<file path="config.mk">
export PLATFORM = sky130hd
export DESIGN_NAME = tks_cell
export DESIGN_NICKNAME = d
export VERILOG_FILES = /design/src/hdl/tks_pkg.sv /design/src/hdl/tks_cell.sv
export SDC_FILE = /design/constraint.sdc
export NUM_CORES = 1
export LEC_CHECK = 0
export BUFFER_PORTS_ARGS = -buffer_cell sky130_fd_sc_hd__buf_2
export CAP_MARGIN = 20
export CORE_UTILIZATION = 40
export CTS_BUF_LIST = sky130_fd_sc_hd__clkbuf_16
export DETAILED_ROUTE_END_ITERATION = 6
export PLACE_DENSITY = 0.71
export SYNTH_ARGS = -nofsm -noshare
export SYNTH_HDL_FRONTEND = slang
export SYNTH_SLANG_ARGS = --single-unit
</file>
<file path="constraint.sdc">
create_clock -name clk -period 2.8 [get_ports clk]
set_input_delay 0.28 -clock clk [delete_from_list [all_inputs] [get_ports clk]]
set_output_delay 0.28 -clock clk [all_outputs]
set_load 0.005 [all_outputs]
</file>
<file path="src/hdl/tks_pkg.sv">
// ----------------------------------------------------------------------------
// tks_pkg
// Shared types and constants for the threshold top-k selector: register
// indexes, command codes, cell operations and the controller states.
// ----------------------------------------------------------------------------
`default_nettype none

package tks_pkg;

  // Fixed field widths
  localparam int unsigned SCORE_W      = 8;
  localparam int unsigned MIN_SCORE_W  = 9;
  localparam int unsigned KEEP_COUNT_W = 10;
  localparam int unsigned CHANNELS_W   = 4;
  localparam int unsigned PICK_W       = 3;
  localparam int unsigned CFG_IDX_W    = 3;
  localparam int unsigned CFG_DATA_W   = 10;

  // Configuration register indexes
  localparam logic [CFG_IDX_W-1:0] CFG_MIN_SCORE    = 3'd0;
  localparam logic [CFG_IDX_W-1:0] CFG_KEEP_COUNT   = 3'd1;
  localparam logic [CFG_IDX_W-1:0] CFG_SORTED_OUT   = 3'd2;
  localparam logic [CFG_IDX_W-1:0] CFG_CHANNELS     = 3'd3;
  localparam logic [CFG_IDX_W-1:0] CFG_CHANNEL_PICK = 3'd4;

  // Register reset values
  localparam logic [MIN_SCORE_W-1:0]  MIN_SCORE_RST    = 9'h180;
  localparam logic [KEEP_COUNT_W-1:0] KEEP_COUNT_RST   = 10'd500;
  localparam logic                    SORTED_OUT_RST   = 1'b1;
  localparam logic [CHANNELS_W-1:0]   CHANNELS_RST     = 4'd1;
  localparam logic [PICK_W-1:0]       CHANNEL_PICK_RST = 3'd0;

  // Interleave stride limits
  localparam logic [CHANNELS_W-1:0] CHANNELS_MIN = 4'd1;
  localparam logic [CHANNELS_W-1:0] CHANNELS_MAX = 4'd8;

  // Command codes
  localparam logic CMD_PUSH = 1'b0;
  localparam logic CMD_READ = 1'b1;

  // Operation applied by every cell of the chain in the same cycle
  typedef enum logic [1:0] {
    OP_HOLD,
    OP_INSERT,
    OP_SHIFT,
    OP_SORT
  } tks_op_t;

  // Broadcast control from the controller to the cells
  typedef struct packed {
    tks_op_t                    op;
    logic                       odd_phase;
    logic signed [SCORE_W-1:0]  new_score;
  } tks_cell_ctl_t;

  // Controller states
  typedef enum logic {
    ST_RUN,
    ST_SORT
  } tks_state_t;

endpackage

`default_nettype wire

</file>
<file path="src/hdl/tks_cell.sv">
// ----------------------------------------------------------------------------
// tks_cell
// One slot of the insertion chain: holds a score and a position, compares
// against the broadcast score, and trades contents with its neighbors on
// insert, read-out shift and odd-even transposition sort passes.
// ----------------------------------------------------------------------------
`default_nettype none

module tks_cell #(
  parameter int unsigned PW = 16
) (
  input  wire                                   clk,
  input  wire tks_pkg::tks_cell_ctl_t           ctl,
  input  wire        [PW-1:0]                   new_pos,
  input  wire                                   is_odd,
  input  wire                                   occ,
  input  wire                                   next_occ,
  input  wire                                   prev_ge,
  input  wire signed [tks_pkg::SCORE_W-1:0]     prev_score,
  input  wire        [PW-1:0]                   prev_pos,
  input  wire signed [tks_pkg::SCORE_W-1:0]     next_score,
  input  wire        [PW-1:0]                   next_pos,
  output logic                                  ge,
  output logic signed [tks_pkg::SCORE_W-1:0]    score,
  output logic       [PW-1:0]                   pos
);

  logic signed [tks_pkg::SCORE_W-1:0] score_r;
  logic signed [tks_pkg::SCORE_W-1:0] score_nxt;
  logic        [PW-1:0]               pos_r;
  logic        [PW-1:0]               pos_nxt;
  logic                               left_member;

  // Occupied and at least the incoming score: entry stays ahead of it
  assign ge          = occ && (score_r >= ctl.new_score);
  assign left_member = (is_odd == ctl.odd_phase);
  assign score       = score_r;
  assign pos         = pos_r;

  // Pick the next contents from self, new item or a neighbor
  always_comb begin
    score_nxt = score_r;
    pos_nxt   = pos_r;
    case (ctl.op)
      tks_pkg::OP_INSERT: begin
        if (!ge) begin
          if (prev_ge) begin
            score_nxt = ctl.new_score;
            pos_nxt   = new_pos;
          end else begin
            score_nxt = prev_score;
            pos_nxt   = prev_pos;
          end
        end
      end
      tks_pkg::OP_SHIFT: begin
        score_nxt = next_score;
        pos_nxt   = next_pos;
      end
      tks_pkg::OP_SORT: begin
        if (left_member) begin
          if (next_occ && (pos_r > next_pos)) begin
            score_nxt = next_score;
            pos_nxt   = next_pos;
          end
        end else begin
          if (occ && (prev_pos > pos_r)) begin
            score_nxt = prev_score;
            pos_nxt   = prev_pos;
          end
        end
      end
      default: begin
        score_nxt = score_r;
        pos_nxt   = pos_r;
      end
    endcase
  end

  // Hold the slot contents
  always_ff @(posedge clk) begin
    score_r <= score_nxt;
    pos_r   <= pos_nxt;
  end

endmodule

`default_nettype wire

</file>
==> summary.txt, run 1 <==
Outcome
  • Status: complete, no violations

Worst hold path
  • Hold EP: pos[12]
  • Hold Path Class: input port to register
  • Hold Crit Depth: 3
  • Min-delay src: new_pos[12]

Job
  • Max Cap Violations: 0

Global routing
  • Initial antenna violation count: 0
  • Vias in the first global route: 2436
  • Total track usage: 22.22%
  • Largest net degree at the start of global routing: 20
  • First-pass GRT wire length: 11290 um
  • Total congestion overflow: 0

Critical path
  • CP max FO: 12
  • R2R cell count: 8
  • CP startpoint: pos[1]
  • Critical R2R Capture: pos[4]
  • Critical path arrival: 2.45 ns
  • CP Launch Type: register
  • Setup crit end kind: register
  • R2R Setup Slk: 0.30 ns
  • Crit Path Category: register to register
  • CP required: 2.76 ns
  • Reg-to-Reg Start: pos[1]

Synth
  • Synth Area in Adders: 20.77%
  • Seq/Total Area, Yosys: 27.83%
  • Post-Synth XOR/XNOR Area: 0.3382%
  • Unique masters post-synth: 35
  • Syn Inst Count: 278
  • Number of synthesized flops with an enable pin: 24
  • Mapped Area: 2590 um^2
  • Synth warn: 0
  • Area leader, netlist: edfxtp_1
  • Synth Net Count: 401
  • Async S/R FF share, synth: 0%
  • Simple-Gate Fraction of Synth Area: 10.63%
  • Ranking of synthesized cells by area: edfxtp_1 (28%), ha_1 (21%), a221o_1 (7.0%)
  • Largest family of logic cells by synthesized area: adder cells
  • Commonest register cell after synthesis: edfxtp_1
  • Mux cell area share after synthesis: 13.53%
  • Post-synthesis compound-gate area fraction: 18.65%
  • Syn Area/Cell: 9.316 um^2
  • Synthesis-stage register bit count: 24
  • Area fraction of the dominant cell type after synthesis: 27.83%

Timing
  • Fin crit period: 2.496 ns
  • Fin worst setup slack: 0.3043 ns
  • Max Clk Rate: 400.7 MHz
  • Slew @ Worst Pin: 0.6565 ns
  • Slew HR: 55.10%
  • RSZ-0062 raised after global routing: no
  • Setup TNS: 0 ns
  • Final hold vios: 0
  • Final setup viols: 0
  • Final setup skew: 0.003896 ns
  • Pins Over Slew Limit: 0
  • Fin crit share: 89.13%

Drt
  • Wire length per cell: 15.84 um
  • Post-Route WL: 7224 um
  • # DRC: 0
  • Drt first pass iters: 4
  • ANT nets after route: 0
  • Vias: 2491
  • DR iter-0 viols: 110
  • DR vias/cell: 5.463

CTS
  • Reg clk slew, reported paths: 0.07 ns
  • CTS root buffer: clkbuf_16
  • H-tree depth: 1
  • Hold Buf Count CTS: 0
  • Sink Count: 24
  • CTS Buf Count: 3
  • Clk Latency, worst-skew pair: 0.26 ns
  • Clock Tree Buf Depth: 2
  • Setup Fix Bufs, Post-CTS: 0
  • CTS tree: done
  • Post-CTS resize count: 0

Floorplan
  • Core Region: 6096 um^2
  • Die Span Y: 82.47 um
  • I/O pin count: 105
  • Rows: 28
  • Full die area: 6800 um^2
  • Effective utilization at floorplan: 42.49%
  • Die width: 82.47 um

Placement
  • IO Port Bufs: 104
  • Place WS: 0.3247 ns
  • Hpwl dp: 5757 um
  • RePlAce Congestion: 0.8278

Final layout
  • Final nets: 505
  • Fill cells: 589
  • Most frequent cells in the layout: buf_2 (104), inv_1 (44), ha_1 (43), edfxtp_1 (24), nor2_1 (22)
  • Final Util: 53.92%
  • Antenna diodes: 0
  • Commonest non-fill, non-tap cell in the layout: buf_2
  • Share of post-route cells with drive strength above 1: 35.17%
  • Layout area overhead: 26.91%

Power
  • PwrDens: 407.7 nW/um^2
  • Max VDD drop: 0.2695 mV
  • Leak: 0.001731 uW
[state kept, by name, summed over array words and instances, names as in the netlist]
register	count
score	8
pos	16
[worst max-delay path by stage]
stage,slack (ns),to,cells after the start
floorplan,0.07,pos[0],6
global placement,0.38,pos[8],8
detailed placement,0.32,score[7],8
CTS,0.31,score[1],8
global route,0.16,pos[4],8
finish,0.30,pos[4],8
[critical path, cell delays in order, from the launching register on]
cell and delay [ns]:
edfxtp_1 0.40, inv_1 0.06, ha_1 0.29, nor2b_1 0.13, o211ai_1 0.10, a2111oi_0 0.61
o41ai_1 0.18, a22oi_2 0.17, buf_4 0.26
[through the flow]
step	cell area [um^2]	hold slack (ns)	total power (uW)	std cells
after floorplan	2590	0.4544	810.8	278
after global placement	3208	0.5480	1007	452
after detailed placement	3208	0.5540	1024	452
after CTS	3287	0.2872	1341	456
after global routing	3287	0.2996	1424	456
final	3287	0.2875	1340	456
[final cells by class]
cell class	instances	area, um^2	share of cell area (%)
Sequential cell	24	720.7	21.93
Inverter	44	165.2	5.025
Clock inverter	1	3.754	0.1142
Tap cell	75	93.84	2.855
Clock buffer	3	75.07	2.284
Timing Repair Buffer	110	565.5	17.21
Multi-Input combinational cell	199	1663	50.59
[cell families after synthesis]
logic type	Yosys count
fa+ha+maj	43
compound gates	62
buf+inv	55
mux	33
xor+xnor	1
flops	24
simple gates	60
[Yosys cell counts (2+ instances only)]
| master | instances |
|---|---|
| buf_2 | 6 |
| o21ai_0 | 3 |
| a22oi_1 | 7 |
| a21oi_1 | 14 |
| mux2i_1 | 17 |
| o211ai_1 | 2 |
| mux2_2 | 16 |
| a21o_1 | 5 |
| nand3_1 | 5 |
| nand4_1 | 6 |
| a2111oi_0 | 2 |
| nor2_1 | 22 |
| nand2_1 | 20 |
| ha_1 | 43 |
| edfxtp_1 | 24 |
| o21a_1 | 2 |
| a221o_1 | 18 |
| clkbuf_1 | 5 |
| nor2b_1 | 2 |
| inv_1 | 44 |
[per-layer routing]
metal	vias to the layer above	share of wire [%]	GRT usage, %	routed length, um
met4	0	1.1	7.719	76
li1	1239	-	-	-
met1	1154	45	29.38	3275
met3	7	5.6	2.967	402
met5	-	0	0	0
met2	91	48	37.02	3469
[where the power goes]
group          internal, uW  switching, uW
Combinational           249            277
Clock                   191            129
Sequential              462           32.2
Total                   902            438
(Power assumes the default switching activity.)
==> run 2: changes to the inputs <==
- ABC_AREA: not set -> 1
- PLACE_DENSITY: 0.71 -> 0.7
==> run 2 against run 1 <==
Fmax rose by 19%; sequential power rose by 2%; global-route usage is essentially flat; largest cell class unchanged; largest power group unchanged.
==> summary.txt, run 2 <==
Placement
  • IO Port Bufs: 104
  • RePlAce Congestion: 0.8350
  • Dpl cells: 558
  • Hpwl dp: 5953 um

Synth
  • Commonest register cell after synthesis: edfxtp_1
  • Ranking of synthesized cells by area: edfxtp_1 (26%), ha_1 (19%), nand2_1 (12%)
  • Post-Synth XOR/XNOR Area: 0%
  • Synthesis-stage register bit count: 24
  • Most frequent cell after synthesis: nand2_1
  • Synth Area in Adders: 19.40%
  • Most frequent cells after synthesis: nand2_1 (85), inv_1 (58), nor2_1 (45)
  • Mux cell area share after synthesis: 0%
  • Synth Net Count: 510
  • Mapped Area: 2773 um^2
  • Syn Area/Cell: 7.164 um^2
  • Simple-Gate Fraction of Synth Area: 20.85%
  • Unique masters post-synth: 27
  • Post-synthesis compound-gate area fraction: 22.47%
  • Number of synthesized flops with an enable pin: 24
  • Area leader, netlist: edfxtp_1
  • Async S/R FF share, synth: 0%
  • Syn Inst Count: 387
  • Area fraction of the dominant cell type after synthesis: 25.99%
  • Seq/Total Area, Yosys: 25.99%
  • Largest family of logic cells by synthesized area: compound AO/OA/AOI/OAI gates
  • Synth warn: 0

Critical path
  • Crit-path slowest cell: edfxtp_1
  • Reg-to-Reg Start: pos[7]
  • CP required: 2.75 ns
  • CP max FO: 17
  • CP dominant cell by count: nand2_1
  • Setup crit end kind: register
  • Worst Setup EP: pos[7]
  • Critical R2R Capture: pos[7]
  • R2R cell count: 12
  • CP startpoint: pos[7]
  • Worst-path cell chain: ha_1, nand2_1, nor2_1, nand2_1, nand2_1, nand2_1, nand2_1, nand2_1, nand2_1, nor2_1, nor2_2, buf_4
  • CP Launch Type: register
  • Crit Path Category: register to register
  • Critical path arrival: 2.04 ns
  • Crit-path max cell delay: 0.45 ns
  • R2R Setup Slk: 0.70 ns

Timing
  • Max Clk Rate: 476.9 MHz
  • Slew @ Worst Pin: 0.5821 ns
  • Worst hold slack: 0.3355 ns
  • RSZ-0062 raised after global routing: no
  • Final setup viols: 0
  • Pins Over Slew Limit: 0
  • Setup TNS: 0 ns
  • Fin crit period: 2.097 ns
  • Final setup skew: 0.004458 ns
  • Fin crit share: 74.88%
  • Slew HR: 61.19%
  • Final hold vios: 0

Floorplan
  • Die width: 85.26 um
  • Core Region: 6531 um^2
  • Full die area: 7268 um^2
  • I/O pin count: 105
  • Rows: 29
  • Effective utilization at floorplan: 42.45%
  • Die Span Y: 85.26 um

Power
  • Flop pwr share: 36.7%
  • Total chip power: 1377 uW
  • Leak: 0.001771 uW
  • NetSw: 483.8 uW
  • Max VDD drop: 0.2807 mV
  • PwrDens: 402.3 nW/um^2
  • Internal power: 893.2 uW
  • Clock power share: 23.1%
  • Combinational power share: 40.1%
  • Switching share of power: 35.14%

Final layout
  • Antenna diodes: 0
  • Share of post-route cells with drive strength above 1: 24.95%
  • Final Util: 52.41%
  • Commonest non-fill, non-tap cell in the layout: buf_2
  • Most frequent cells in the layout: buf_2 (104), nand2_1 (85), inv_1 (58), nor2_1 (44), ha_1 (43)
  • Max reg flops: 16
  • Final nets: 609
  • Layout area overhead: 23.47%
  • Finished Layout Cells: 562

CTS
  • Clk Latency, worst-skew pair: 0.26 ns
  • Post-CTS resize count: 0
  • Clock Tree Buf Depth: 2
  • CTS Buf Count: 3
  • Sink Count: 24
  • Hold Buf Count CTS: 0
  • CTS tree: done
  • Setup Fix Bufs, Post-CTS: 0
  • Reg clk slew, reported paths: 0.07 ns
  • H-tree depth: 1
  • CTS root buffer: clkbuf_16

Global routing
  • Initial antenna violation count: 0
  • Vias in the first global route: 2796
  • Largest net degree at the start of global routing: 37
  • First-pass GRT wire length: 12850 um
  • Total track usage: 22.22%
  • Total congestion overflow: 0

Drt
  • Drt first pass iters: 5
  • DR vias/cell: 5.238
  • Post-Route WL: 7783 um
  • Wire length per cell: 13.85 um
  • # DRC: 0
  • ANT nets after route: 0
  • DR iter-0 viols: 174
  • Vias: 2944

Worst hold path
  • Min-delay src: next_score[4]
  • Hold Path Class: input port to register

Job
  • Max Cap Violations: 0

Outcome
  • Status: complete, no violations
[run 2: stage by stage]
step / area, um^2 / setup slack [ns]
finish: 3423 / 0.7032
global route: 3423 / 0.5745
CTS: 3423 / 0.6937
detailed placement: 3344 / 0.6947
global placement: 3344 / 0.7132
floorplan: 2773 / 0.1007
[run 2: cell type report]
class / instances / area [um^2]
Inverter: 60 / 227.7
Sequential cell: 24 / 720.7
Timing Repair Buffer: 109 / 558.0
Multi-Input combinational cell: 288 / 1742
Fill cell: 648 / 3108
Clock buffer: 3 / 75.07
Clock inverter: 1 / 3.754
Tap cell: 77 / 96.34
[run 2: worst min path at each step]
stage	endpoint	slack (ns)	cells after the start
2_1_floorplan	pos[11]	0.47	2
3_3_place_gp	pos[11]	0.59	3
3_5_place_dp	score[4]	0.60	3
4_1_cts	pos[0]	0.33	3
5_1_grt	score[5]	0.35	3
6_report	score[4]	0.34	3
[run 2: cell families after synthesis]
family | count (synthesis)
and+or+nand+nor | 142
buffers and inverters | 75
AOI/OAI and AO/OA | 103
adders and majority gates | 43
DFF | 24
[run 2: worst max-delay path: cells and delay by family (launching register included)]
kind | cells | cell delay (ns)
adders and majority gates | 1 | 0.33
buffers and inverters | 1 | 0.27
DFF | 1 | 0.45
and+or+nand+nor | 10 | 0.73
[run 2: power groups by stage]
stage	combinational [uW]	sequential (uW)	clock [uW]
after floorplan	339	509	0
after global placement	540	512	0
after detailed placement	550	514	0
after CTS	554	506	322
after global routing	638	512	334
final	553	506	319
[run 2: per-layer routing]
metal	vias to the layer above	wire length [um]	share of wire, %	track usage, %
met1	1324	3481	45	28.57
li1	1511	-	-	-
met4	0	52	0.67	5.455
met3	4	493	6.3	3.307
met5	-	0	0	0
met2	105	3756	48	39.15
